**src/rtl/at2_pkg.sv**
```systemverilog
// ----------------------------------------------------------------------------
// at2_pkg
// Shared widths, constants, types and step functions of the atan2 pipeline.
// ----------------------------------------------------------------------------
package at2_pkg;

    localparam int DATA_W             = 16;
    localparam int Q_W                = 16;
    localparam int DIV_BITS_PER_STAGE = 2;
    localparam int DIV_STAGES         = Q_W / DIV_BITS_PER_STAGE;
    localparam int POLY_STEPS         = 5;
    localparam int PROD_W             = DATA_W + Q_W + 1;
    localparam int SUM_W              = PROD_W + 1;
    // prep + divider + (multiply, add) per polynomial step + fold
    localparam int LATENCY            = 1 + DIV_STAGES + 2 * POLY_STEPS + 1;

    localparam logic [Q_W-1:0]    RATIO_ONE   = 16'h8000;
    localparam logic [DATA_W-1:0] ANG_EIGHTH  = 16'h2000;
    localparam logic [DATA_W-1:0] ANG_QUARTER = 16'h4000;
    localparam logic [DATA_W-1:0] ANG_HALF    = 16'h8000;

    // first step computes bias - q * 0x96, i.e. a seed of -0x96 times q
    localparam logic signed [DATA_W-1:0] POLY_SEED = -16'sh0096;

    typedef struct packed {
        logic zero;
        logic swapped;
        logic x_neg;
        logic y_neg;
    } at2_side_t;

    function automatic logic signed [SUM_W-1:0] poly_bias(input int step);
        logic signed [SUM_W-1:0] bias;
        case (step)
            0:       bias = 34'sd36790272;    // 0x118b << 13
            1:       bias = -34'sd281116672;  // -(0x4306 << 14)
            2:       bias = 34'sd3555328;     // 0x364 << 12
            3:       bias = 34'sd341721088;   // 0x5179 << 14
            default: bias = '0;
        endcase
        return bias;
    endfunction

    function automatic int poly_shift(input int step);
        int sh;
        case (step)
            0:       sh = 13;
            1:       sh = 16;
            default: sh = 15;
        endcase
        return sh;
    endfunction

    // one restoring division step: returns {quotient bit, new remainder}
    function automatic logic [DATA_W:0] div_step(
        input logic [DATA_W-1:0] rem,
        input logic              bit_in,
        input logic [DATA_W-1:0] divisor
    );
        logic [DATA_W:0] trial;
        logic [DATA_W:0] diff;
        trial = {rem, bit_in};
        diff  = trial - {1'b0, divisor};
        if (trial >= {1'b0, divisor})
        begin
            return {1'b1, diff[DATA_W-1:0]};
        end
        return {1'b0, trial[DATA_W-1:0]};
    endfunction

endpackage

```
**src/rtl/at2_prep.sv**
```systemverilog
// ----------------------------------------------------------------------------
// at2_prep
// Input stage: magnitudes, ordering into min/max and quadrant flags.
// ----------------------------------------------------------------------------
module at2_prep
    import at2_pkg::*;
(
    input  logic                     clk,
    input  logic                     rst_n,
    input  logic                     in_valid,
    input  logic signed [DATA_W-1:0] y_value,
    input  logic signed [DATA_W-1:0] x_value,
    output logic                     out_valid,
    output logic [DATA_W-1:0]        min_mag,
    output logic [DATA_W-1:0]        max_mag,
    output at2_side_t                side
);

    logic              valid_reg;
    logic [DATA_W-1:0] min_reg, min_next;
    logic [DATA_W-1:0] max_reg, max_next;
    at2_side_t         side_reg, side_next;
    logic [DATA_W-1:0] mag_y, mag_x;

    always_comb
    begin
        // -32768 maps to 0x8000, which fits unsigned
        mag_y = y_value[DATA_W-1] ? (~y_value + 16'd1) : y_value;
        mag_x = x_value[DATA_W-1] ? (~x_value + 16'd1) : x_value;
        side_next.swapped = mag_y > mag_x;
        side_next.x_neg   = x_value[DATA_W-1];
        side_next.y_neg   = y_value[DATA_W-1];
        if (side_next.swapped)
        begin
            min_next = mag_x;
            max_next = mag_y;
        end
        else
        begin
            min_next = mag_y;
            max_next = mag_x;
        end
        side_next.zero = (max_next == '0);
    end

    always_ff @(posedge clk or negedge rst_n)
    begin
        if (!rst_n)
        begin
            valid_reg <= 1'b0;
        end
        else
        begin
            valid_reg <= in_valid;
        end
    end

    always_ff @(posedge clk)
    begin
        min_reg  <= min_next;
        max_reg  <= max_next;
        side_reg <= side_next;
    end

    assign out_valid = valid_reg;
    assign min_mag   = min_reg;
    assign max_mag   = max_reg;
    assign side      = side_reg;

endmodule

```
**src/rtl/at2_div.sv**
```systemverilog
// ----------------------------------------------------------------------------
// at2_div
// Pipelined restoring divider: q = (min << 15) / max, two bits per stage.
// ----------------------------------------------------------------------------
module at2_div
    import at2_pkg::*;
(
    input  logic              clk,
    input  logic              rst_n,
    input  logic              in_valid,
    input  logic [DATA_W-1:0] min_mag,
    input  logic [DATA_W-1:0] max_mag,
    input  at2_side_t         in_side,
    output logic              out_valid,
    output logic [Q_W-1:0]    q,
    output at2_side_t         out_side
);

    logic              st_valid_reg [DIV_STAGES];
    logic [DATA_W-1:0] st_rem_reg   [DIV_STAGES];
    logic [Q_W-1:0]    st_q_reg     [DIV_STAGES];
    logic [DATA_W-1:0] st_dvs_reg   [DIV_STAGES];
    at2_side_t         st_side_reg  [DIV_STAGES];

    for (genvar s = 0; s < DIV_STAGES; s++)
    begin : g_stage
        logic              src_valid;
        logic [DATA_W-1:0] src_rem;
        logic [Q_W-1:0]    src_q;
        logic [DATA_W-1:0] src_dvs;
        at2_side_t         src_side;
        logic              src_lsb;
        logic [DATA_W-1:0] rem_next;
        logic [Q_W-1:0]    q_next;

        if (s == 0)
        begin : g_first
            // start from min >> 1 and shift its lsb in on the first step
            assign src_valid = in_valid;
            assign src_rem   = {1'b0, min_mag[DATA_W-1:1]};
            assign src_q     = '0;
            assign src_dvs   = max_mag;
            assign src_side  = in_side;
            assign src_lsb   = min_mag[0];
        end
        else
        begin : g_rest
            assign src_valid = st_valid_reg[s-1];
            assign src_rem   = st_rem_reg[s-1];
            assign src_q     = st_q_reg[s-1];
            assign src_dvs   = st_dvs_reg[s-1];
            assign src_side  = st_side_reg[s-1];
            assign src_lsb   = 1'b0;
        end

        always_comb
        begin
            logic [DATA_W:0] res;
            logic            bit_in;
            rem_next = src_rem;
            q_next   = src_q;
            for (int b = 0; b < DIV_BITS_PER_STAGE; b++)
            begin
                bit_in   = (b == 0) ? src_lsb : 1'b0;
                res      = div_step(rem_next, bit_in, src_dvs);
                rem_next = res[DATA_W-1:0];
                q_next   = {q_next[Q_W-2:0], res[DATA_W]};
            end
        end

        always_ff @(posedge clk or negedge rst_n)
        begin
            if (!rst_n)
            begin
                st_valid_reg[s] <= 1'b0;
            end
            else
            begin
                st_valid_reg[s] <= src_valid;
            end
        end

        always_ff @(posedge clk)
        begin
            st_rem_reg[s]  <= rem_next;
            st_q_reg[s]    <= q_next;
            st_dvs_reg[s]  <= src_dvs;
            st_side_reg[s] <= src_side;
        end
    end

    assign out_valid = st_valid_reg[DIV_STAGES-1];
    assign q         = st_q_reg[DIV_STAGES-1];
    assign out_side  = st_side_reg[DIV_STAGES-1];

endmodule

```
**src/rtl/at2_poly.sv**
```systemverilog
// ----------------------------------------------------------------------------
// at2_poly
// Nested polynomial in q: per step a registered p * q, then bias and shift.
// ----------------------------------------------------------------------------
module at2_poly
    import at2_pkg::*;
(
    input  logic                     clk,
    input  logic                     rst_n,
    input  logic                     in_valid,
    input  logic [Q_W-1:0]           in_q,
    input  at2_side_t                in_side,
    output logic                     out_valid,
    output logic [Q_W-1:0]           out_q,
    output at2_side_t                out_side,
    output logic signed [DATA_W-1:0] octant
);

    logic                     mul_valid_reg [POLY_STEPS];
    logic [Q_W-1:0]           mul_q_reg     [POLY_STEPS];
    at2_side_t                mul_side_reg  [POLY_STEPS];
    logic signed [PROD_W-1:0] mul_prod_reg  [POLY_STEPS];

    logic                     add_valid_reg [POLY_STEPS];
    logic [Q_W-1:0]           add_q_reg     [POLY_STEPS];
    at2_side_t                add_side_reg  [POLY_STEPS];
    logic signed [DATA_W-1:0] add_p_reg     [POLY_STEPS];

    for (genvar k = 0; k < POLY_STEPS; k++)
    begin : g_step
        localparam int SHIFT = poly_shift(k);

        logic                     src_valid;
        logic [Q_W-1:0]           src_q;
        at2_side_t                src_side;
        logic signed [DATA_W-1:0] src_p;
        logic signed [PROD_W-1:0] prod_next;
        logic signed [SUM_W-1:0]  sum;
        logic signed [SUM_W-1:0]  shifted;
        logic signed [DATA_W-1:0] p_next;

        if (k == 0)
        begin : g_first
            assign src_valid = in_valid;
            assign src_q     = in_q;
            assign src_side  = in_side;
            assign src_p     = POLY_SEED;
        end
        else
        begin : g_rest
            assign src_valid = add_valid_reg[k-1];
            assign src_q     = add_q_reg[k-1];
            assign src_side  = add_side_reg[k-1];
            assign src_p     = add_p_reg[k-1];
        end

        assign prod_next = src_p * $signed({1'b0, src_q});
        assign sum       = poly_bias(k)
                           + $signed({mul_prod_reg[k][PROD_W-1], mul_prod_reg[k]});
        assign shifted   = sum >>> SHIFT;
        // every intermediate term stays within 16 signed bits
        assign p_next    = shifted[DATA_W-1:0];

        always_ff @(posedge clk or negedge rst_n)
        begin
            if (!rst_n)
            begin
                mul_valid_reg[k] <= 1'b0;
                add_valid_reg[k] <= 1'b0;
            end
            else
            begin
                mul_valid_reg[k] <= src_valid;
                add_valid_reg[k] <= mul_valid_reg[k];
            end
        end

        always_ff @(posedge clk)
        begin
            mul_q_reg[k]    <= src_q;
            mul_side_reg[k] <= src_side;
            mul_prod_reg[k] <= prod_next;
            add_q_reg[k]    <= mul_q_reg[k];
            add_side_reg[k] <= mul_side_reg[k];
            add_p_reg[k]    <= p_next;
        end
    end

    assign out_valid = add_valid_reg[POLY_STEPS-1];
    assign out_q     = add_q_reg[POLY_STEPS-1];
    assign out_side  = add_side_reg[POLY_STEPS-1];
    assign octant    = add_p_reg[POLY_STEPS-1];

endmodule

```
**src/rtl/at2_fold.sv**
```systemverilog
// ----------------------------------------------------------------------------
// at2_fold
// Output stage: unit-ratio case, unswap and quadrant fold, result register.
// ----------------------------------------------------------------------------
module at2_fold
    import at2_pkg::*;
(
    input  logic                     clk,
    input  logic                     rst_n,
    input  logic                     in_valid,
    input  logic [Q_W-1:0]           q,
    input  at2_side_t                side,
    input  logic signed [DATA_W-1:0] octant,
    output logic                     done,
    output logic signed [DATA_W-1:0] angle
);

    logic              done_reg;
    logic [DATA_W-1:0] angle_reg, angle_next;

    always_comb
    begin
        logic [DATA_W-1:0] r;
        r = (q == RATIO_ONE) ? ANG_EIGHTH : octant;
        if (side.swapped)
        begin
            r = ANG_QUARTER - r;
        end
        if (!side.x_neg)
        begin
            if (side.y_neg)
            begin
                r = '0 - r;
            end
        end
        else if (!side.y_neg)
        begin
            r = ANG_HALF - r;
        end
        else
        begin
            r = r - ANG_HALF;
        end
        angle_next = side.zero ? '0 : r;
    end

    always_ff @(posedge clk or negedge rst_n)
    begin
        if (!rst_n)
        begin
            done_reg <= 1'b0;
        end
        else
        begin
            done_reg <= in_valid;
        end
    end

    always_ff @(posedge clk)
    begin
        angle_reg <= angle_next;
    end

    assign done  = done_reg;
    assign angle = $signed(angle_reg);

endmodule

```
**src/rtl/atan2_polynomial_fixed_point.sv**
```systemverilog
// ----------------------------------------------------------------------------
// atan2_polynomial_fixed_point
// Four-quadrant fixed-point atan2 with a full turn of 65536.
// ----------------------------------------------------------------------------
// A new (y_value, x_value) beat is taken on every cycle that start is high;
// busy never rises, so one angle per clock is sustained. Each result shows
// on angle with done high for one cycle, after passing through one input
// stage, eight divider stages resolving two quotient bits each, ten stages
// for the five multiply and bias/shift steps of the polynomial, and one
// output fold stage. The receiver cannot stall, so results must be
// captured in the cycle done is high.
module atan2_polynomial_fixed_point
    import at2_pkg::*;
(
    input  logic                     clk,
    input  logic                     rst_n,
    input  logic                     start,
    output logic                     busy,
    input  logic signed [DATA_W-1:0] y_value,
    input  logic signed [DATA_W-1:0] x_value,
    output logic                     done,
    output logic signed [DATA_W-1:0] angle
);

    logic                     prep_valid;
    logic [DATA_W-1:0]        prep_min;
    logic [DATA_W-1:0]        prep_max;
    at2_side_t                prep_side;

    logic                     div_valid;
    logic [Q_W-1:0]           div_q;
    at2_side_t                div_side;

    logic                     poly_valid;
    logic [Q_W-1:0]           poly_q;
    at2_side_t                poly_side;
    logic signed [DATA_W-1:0] poly_octant;

    // fully pipelined, every beat is taken
    assign busy = 1'b0;

    at2_prep u_prep (
        .clk       (clk),
        .rst_n     (rst_n),
        .in_valid  (start & ~busy),
        .y_value   (y_value),
        .x_value   (x_value),
        .out_valid (prep_valid),
        .min_mag   (prep_min),
        .max_mag   (prep_max),
        .side      (prep_side)
    );

    at2_div u_div (
        .clk       (clk),
        .rst_n     (rst_n),
        .in_valid  (prep_valid),
        .min_mag   (prep_min),
        .max_mag   (prep_max),
        .in_side   (prep_side),
        .out_valid (div_valid),
        .q         (div_q),
        .out_side  (div_side)
    );

    at2_poly u_poly (
        .clk       (clk),
        .rst_n     (rst_n),
        .in_valid  (div_valid),
        .in_q      (div_q),
        .in_side   (div_side),
        .out_valid (poly_valid),
        .out_q     (poly_q),
        .out_side  (poly_side),
        .octant    (poly_octant)
    );

    at2_fold u_fold (
        .clk      (clk),
        .rst_n    (rst_n),
        .in_valid (poly_valid),
        .q        (poly_q),
        .side     (poly_side),
        .octant   (poly_octant),
        .done     (done),
        .angle    (angle)
    );

`ifndef NO_ASSERTIONS
    a_done_has_start: assert property (@(posedge clk) disable iff (!rst_n)
        done |-> $past(start, LATENCY))
        else $error("done without a matching start");

    a_start_gives_done: assert property (@(posedge clk) disable iff (!rst_n)
        (start && !busy) |-> ##LATENCY done)
        else $error("accepted beat produced no result");

    a_origin_zero: assert property (@(posedge clk) disable iff (!rst_n)
        (start && y_value == '0 && x_value == '0) |-> ##LATENCY (angle == '0))
        else $error("origin did not give angle zero");

    a_neg_axis: assert property (@(posedge clk) disable iff (!rst_n)
        (start && y_value == '0 && x_value[DATA_W-1])
        |-> ##LATENCY (angle == $signed(ANG_HALF)))
        else $error("negative x axis did not give half turn");
`endif

endmodule
```
**config.mk**
```make
export PLATFORM = sky130hd
export DESIGN_NAME = atan2_polynomial_fixed_point
export DESIGN_NICKNAME = d
export VERILOG_FILES = /design/src/rtl/at2_pkg.sv /design/src/rtl/at2_prep.sv /design/src/rtl/at2_div.sv /design/src/rtl/at2_poly.sv /design/src/rtl/at2_fold.sv /design/src/rtl/atan2_polynomial_fixed_point.sv
export SDC_FILE = /design/constraint.sdc
export NUM_CORES = 2
export LEC_CHECK = 0
export BUFFER_PORTS_ARGS = -buffer_cell sky130_fd_sc_hd__buf_2
export CORE_MARGIN = 2
export CORE_UTILIZATION = 55
export DETAILED_ROUTE_END_ITERATION = 10
export MAX_ROUTING_LAYER = met4
export PLACE_DENSITY = 0.7
export SETUP_SLACK_MARGIN = 0.05
export SLEW_MARGIN = 10
export SYNTH_ARGS = -nofsm -noshare
export SYNTH_HDL_FRONTEND = slang
export SYNTH_SLANG_ARGS = --single-unit
```
**constraint.sdc**
```tcl
create_clock -name clk -period 7.37 [get_ports clk]
set_clock_uncertainty 0.05 [all_clocks]
set_input_delay 1.474 -clock clk [delete_from_list [all_inputs] [get_ports clk]]
set_output_delay 1.474 -clock clk [all_outputs]
set_load 0.02 [all_outputs]
```
**Word level (Yosys, flattened, before mapping)**

Memories as Yosys holds them, arrays and structs flattened.
Cells that the tools add are included.

- Add/sub/neg operators: 26
- Multiply operators: 5
- Magnitude comparators: 17
- Eq/ne operators: 1
- Muxes and demuxes: 57
- Bitwise operators: 2
- Reductions and logical operators: 1

Operators by type and width:

| cell | number |
|---|---|
| 17-bit two-way mux | 32 |
| 16-bit subtractor | 16 |
| 17-bit by 16-bit greater-or-equal comparator with 1-bit output | 15 |
| 16-bit two-way mux | 9 |
| 16-bit by 17-bit multiplier with 33-bit output | 4 |
| 16-bit by 1-bit adder with 16-bit output (second input constant) | 2 |
| 30-bit by 32-bit adder with 32-bit output (first input constant) | 1 |
| 16-bit NOT | 2 |
| 23-bit by 31-bit adder with 31-bit output (first input constant) | 1 |
| 30-bit by 31-bit adder with 31-bit output (first input constant) | 1 |
| 27-bit by 29-bit adder with 29-bit output (first input constant) | 1 |
| 8-bit by 17-bit multiplier with 25-bit output (first input constant) | 1 |
| 16-bit equality test (second input constant) | 1 |
| 16-bit greater-or-equal comparator | 1 |
| 16-bit greater-than comparator | 1 |
| 16-bit zero test | 1 |
| 1-bit two-way mux | 16 |
| 1-bit by 16-bit subtractor with 16-bit output (first input constant) | 1 |
| 15-bit by 16-bit subtractor with 16-bit output (first input constant) | 1 |
| 16-bit subtractor (first input constant) | 1 |
| 16-bit subtractor (second input constant) | 1 |

- Flip-flop bits (word level): 72
- Memory bits (writable): 861
- Input bits: 35
- Output and inout port bits: 18
- Logic and storage cells: 146
- Memories kept: 10

Memories:

| name | depth | bits a word | read ports | clocked after Yosys merged registers in | wr ports | line | text |
|---|---|---|---|---|---|---|---|
| u_poly.mul_prod_reg | 5 | 33 | 5 | 0 | 5 | at2_poly.sv:22 | `logic signed [PROD_W-1:0] mul_prod_reg [POLY_STEPS];` |
| u_div.st_dvs_reg | 8 | 16 | 7 | 0 | 8 | at2_div.sv:22 | `logic [DATA_W-1:0] st_dvs_reg [DIV_STAGES];` |
| u_div.st_q_reg | 8 | 16 | 8 | 0 | 8 | at2_div.sv:21 | `logic [Q_W-1:0] st_q_reg [DIV_STAGES];` |
| u_div.st_rem_reg | 8 | 16 | 7 | 0 | 8 | at2_div.sv:20 | `logic [DATA_W-1:0] st_rem_reg [DIV_STAGES];` |
| u_poly.add_p_reg | 5 | 16 | 5 | 0 | 5 | at2_poly.sv:27 | `logic signed [DATA_W-1:0] add_p_reg [POLY_STEPS];` |
| u_poly.add_q_reg | 5 | 16 | 5 | 0 | 5 | at2_poly.sv:25 | `logic [Q_W-1:0] add_q_reg [POLY_STEPS];` |
| 4 more memories | - | - | - | - | - | - |  |

**Depth between registers and ports, before layout**

An unclocked memory read counts as a cell.

- Depth in word-level cells: 8
- Depth in mapped cells: 27
- Gate-level depth less buffers: 24

**Cells and area by module**

From an unflattened synthesis, not the netlist that was laid out.

- Cell total of the unflattened synthesis: 7283
- Area total of the unflattened synthesis: 68385.6 um^2

Modules (own cells, without submodules):

| module | instances | cells an instance | area each (um^2) | seq. area each (um^2) |
|---|---|---|---|---|
| at2_poly | 1 | 4524 | 43539.3 | 7437.1 |
| at2_div | 1 | 2276 | 20679.8 | 6766.5 |
| at2_prep | 1 | 267 | 2474.9 | 745.7 |
| at2_fold | 1 | 214 | 1680.4 | 345.3 |
| atan2_polynomial_fixed_point | 1 | 2 | 11.3 | 0.0 |

**Worst setup path before layout**

No wires, ideal clock.

- Path kind: register to register
- Start: memory u_poly.add_p_reg[1][7] (netlist: u_poly.add_p_reg[0][23])
- End: memory u_poly.mul_prod_reg[0][96] in the netlist's numbering
- Library setup time: 72 ps
- Data arrival time: 6065 ps
- Required time: 7248 ps
- Slack: 1183 ps
- Stages on the path, launching flop included: 25
- Buffers on the path: 1
- Clock period less this slack: 6187 ps
- Path through: dfxtp_1 clkbuf_1 nand2_1 fa_1 inv_1 fa_1 inv_1 fa_1 inv_1 fa_1 fa_1 inv_1 fa_1 inv_1 ha_1 a21o_1 a221oi_1 o22ai_1 a21oi_1 a21oi_1 o41ai_1 o311a_1 o21bai_1 a21oi_1 xnor2_1

RTL lines:

| item | line |
|---|---|
| start, declared | at2_poly.sv:27 |
| end, declared | at2_poly.sv:22 |

==> metrics.txt <==
status finished clean; TritonCTS Buffers 85; FF/Latch Area about 15,000 µm²; via/cell ratio 5.361; fraction of registers with async set/reset 2.635%; Setup crit start kind register; clk slew on worst S/H paths 0.06 ns; core region area approximately 120,000 µm²; RSZ-0062 raised after global routing no; Synth Register Bits 759; class of the worst hold path reg -> reg; Multi-input gate area 46,200 µm²; Final Cycle Share 93.30%; Hold Crit Start u_poly.mul_q_reg[0][15]$_DFF_P_; first-pass GRT wire length 249,300 µm; initial antenna violation count 1; Core Rows 127; via count 47,292; Setup Fix Bufs, Post-CTS 0; TritonCTS clock tree built; Setup crit start u_poly.add_q_reg[0][53]$_DFF_P_; clock latency on the worst-skew pair between 0.6 and 0.7 ns; Post-synth EDFFs 0; Seq/Total Area, Yosys 22.85%; Port Buffers 51; Worst EP required 7.86 ns; YS warnings 0; CP max FO 17; Mapped Avg Cell Area 9.428 µm²; Worst Setup End Kind register; clk sink count 759; max frequency 145.4 MHz; routed wire length around 150,000 µm; Final Critical Period just under 7 ns; Iter 0 DRT Violations 2,637; die area 124,500 µm²; DP HPWL ~120,000 µm; gpl congestion 0.9078; H-tree levels 3; Die Ht roughly 350 µm; DRT Pass-1 Iters 7; Post-Place Worst Slack between 0.4 and 0.5 ns; GRT Residual Overflow 0; worst r2r src u_poly.add_q_reg[0][53]$_DFF_P_; largest net degree at the start of global routing 30; crit path DAT roughly 7.4 ns; # DRC 0; Crit Path Category reg -> reg; max-cap violation count 0; Root Driver clkbuf_16; Fill cells 10,404; Util after Layout between 50 and 60%; io pins 53; Yosys cell types 97; Worst R2R Setup Slack 0.49 ns; Mapped Cells 7,100; post-route setup slack around 0.49 ns; ANT nets after route 0; WL/cell 16.90 µm; initial core utilization 55.65%; worst hold margin between 0.2 and 0.3 ns; Slew HR 25.47%; overall global routing resource usage 25.24%; fraction of layout cells with a size suffix above 1 6.506%; Least-Margin Pin Slew 1.115 ns; NumNets Final 8,776; area growth from synthesis to layout 7.645%; final hold vios 0; Max Slew Vio Count 0; Clock Path Buffers 3; vias in the first global route 49,463; post-route setup TNS 0 ns; Final Setup Violations 0; post-synthesis cell area 66,940 µm²; Most used DFF post-synth dfxtp_1; die span in x 352.9 µm
==> cell usage in the layout (no fill, tap or decap), types with 16 or more instances in the layout <==
master,n
o211ai_1,22
a211oi_1,26
dfxtp_1,739
and2_1,480
clkbuf_16,86
or3_1,30
a21o_1,113
dfrtp_1,20
buf_2,51
nand3_1,59
clkinvlp_4,16
nor2_1,348
xor2_1,126
a21oi_1,246
o21bai_1,38
mux2_2,136
mux2i_1,26
a31oi_1,26
o21ai_0,165
buf_4,69
fa_1,806
nor3_1,98
o41ai_1,16
ha_1,796
o21a_1,57
nand4_1,43
nand2b_1,51
nor4_1,19
nor2b_1,50
nand2_1,646
inv_1,1274
xnor2_1,234
o31ai_1,19
==> what timing repair did <==
item                       4_1_cts  5_1_grt
setup endpoints to repair        0        2
gates resized for setup          0        1
hold buffers                     0        0
==> routing by layer <==
metal / vias to the layer above / share of wire [%] / GRT usage, %
li1: 22684 / - / -
met1: 23229 / 44 / 32.17
met2: 1099 / 48 / 41.74
met3: 280 / 4.6 / 3.039
met4: 0 / 3.3 / 8.419
met5: - / 0 / -
==> final timing paths <==
path	end	depth (start not counted)
max in group asynchronous	u_div.g_stage[7].src_valid$_DFF_PN0_	1
hold / removal	u_poly.add_q_reg[0][15]$_DFF_P_	0
min in group asynchronous	u_div.g_stage[1].src_valid$_DFF_PN0_	1
setup reg to reg	u_poly.mul_prod_reg[0][157]$_DFF_P_	23
setup / recovery	u_poly.mul_prod_reg[0][157]$_DFF_P_	23
hold reg to reg	u_poly.add_q_reg[0][15]$_DFF_P_	0
==> critical path, cell delays in order, from the launching register on <==
cell	delay, ns
dfxtp_1	0.89
nand2_1	0.16
fa_1	0.51
inv_1	0.05
fa_1	0.50
inv_1	0.06
fa_1	0.53
inv_1	0.05
fa_1	0.38
fa_1	0.51
inv_1	0.05
fa_1	0.47
inv_1	0.04
ha_1	0.32
a21o_1	0.19
a21oi_1	0.20
nand2_1	0.08
a31o_2	0.24
o211a_1	0.19
a31oi_1	0.48
a21boi_0	0.26
o21a_1	0.25
o21ai_0	0.19
a21oi_1	0.09
==> synth_stat cells (all sizes together), types with 22 or more instances <==
library cell	number	area share [%]
inv	1274	7.1
fa	806	24
ha	796	15
dfxtp	739	22
nand2	646	3.6
and2	480	4.5
nor2	348	2.0
a21oi	247	1.8
xnor2	234	3.1
o21ai	175	1.3
clkbuf	148	0.83
mux2	148	2.5
xor2	126	1.6
a21o	113	1.3
nor3	98	0.73
nand3	59	0.44
o21a	57	0.64
nand2b	51	0.48
nor2b	50	0.47
nand4	44	0.42
o21bai	38	0.43
or3	31	0.30
a31oi	27	0.26
a211oi	26	0.29
mux2i	26	0.39
nor4	24	0.28
buf	23	0.21
o211ai	22	0.25
==> through the flow <==
stage          area [µm²]  cells
6_report            72060   8822
5_1_grt             72060   8822
4_1_cts             72050   8821
3_5_place_dp        69090   8664
3_3_place_gp        69090   8664
2_1_floorplan       66950   7102
==> cell type report <==
type                       instances  share of cell area [%]
multi-input combinational       4897                   64.12
sequential                       759                   21.23
inverter                        1275                   6.642
clock buffer                     101                   3.204
tap                             1612                   2.799
timing repair buffer             121                   1.101
clock inverter                    56                  0.9047
antenna                            1                0.003473
==> cell families after synthesis <==
kind of cell	after synthesis	share of synthesized area (%)
flip-flops	759	22.85
other	2	0.01122
buffers and inverters	1446	8.194
AND/OR/NAND/NOR	1893	13.89
XOR/XNOR	360	4.710
adder cells (fa/ha/maj)	1602	38.98
multiplexers	174	2.923
AO/OA/AOI/OAI	864	8.441
Power is not shown: default switching activity piles up to over one toggle a cycle in this logic, so the estimate is an artifact.
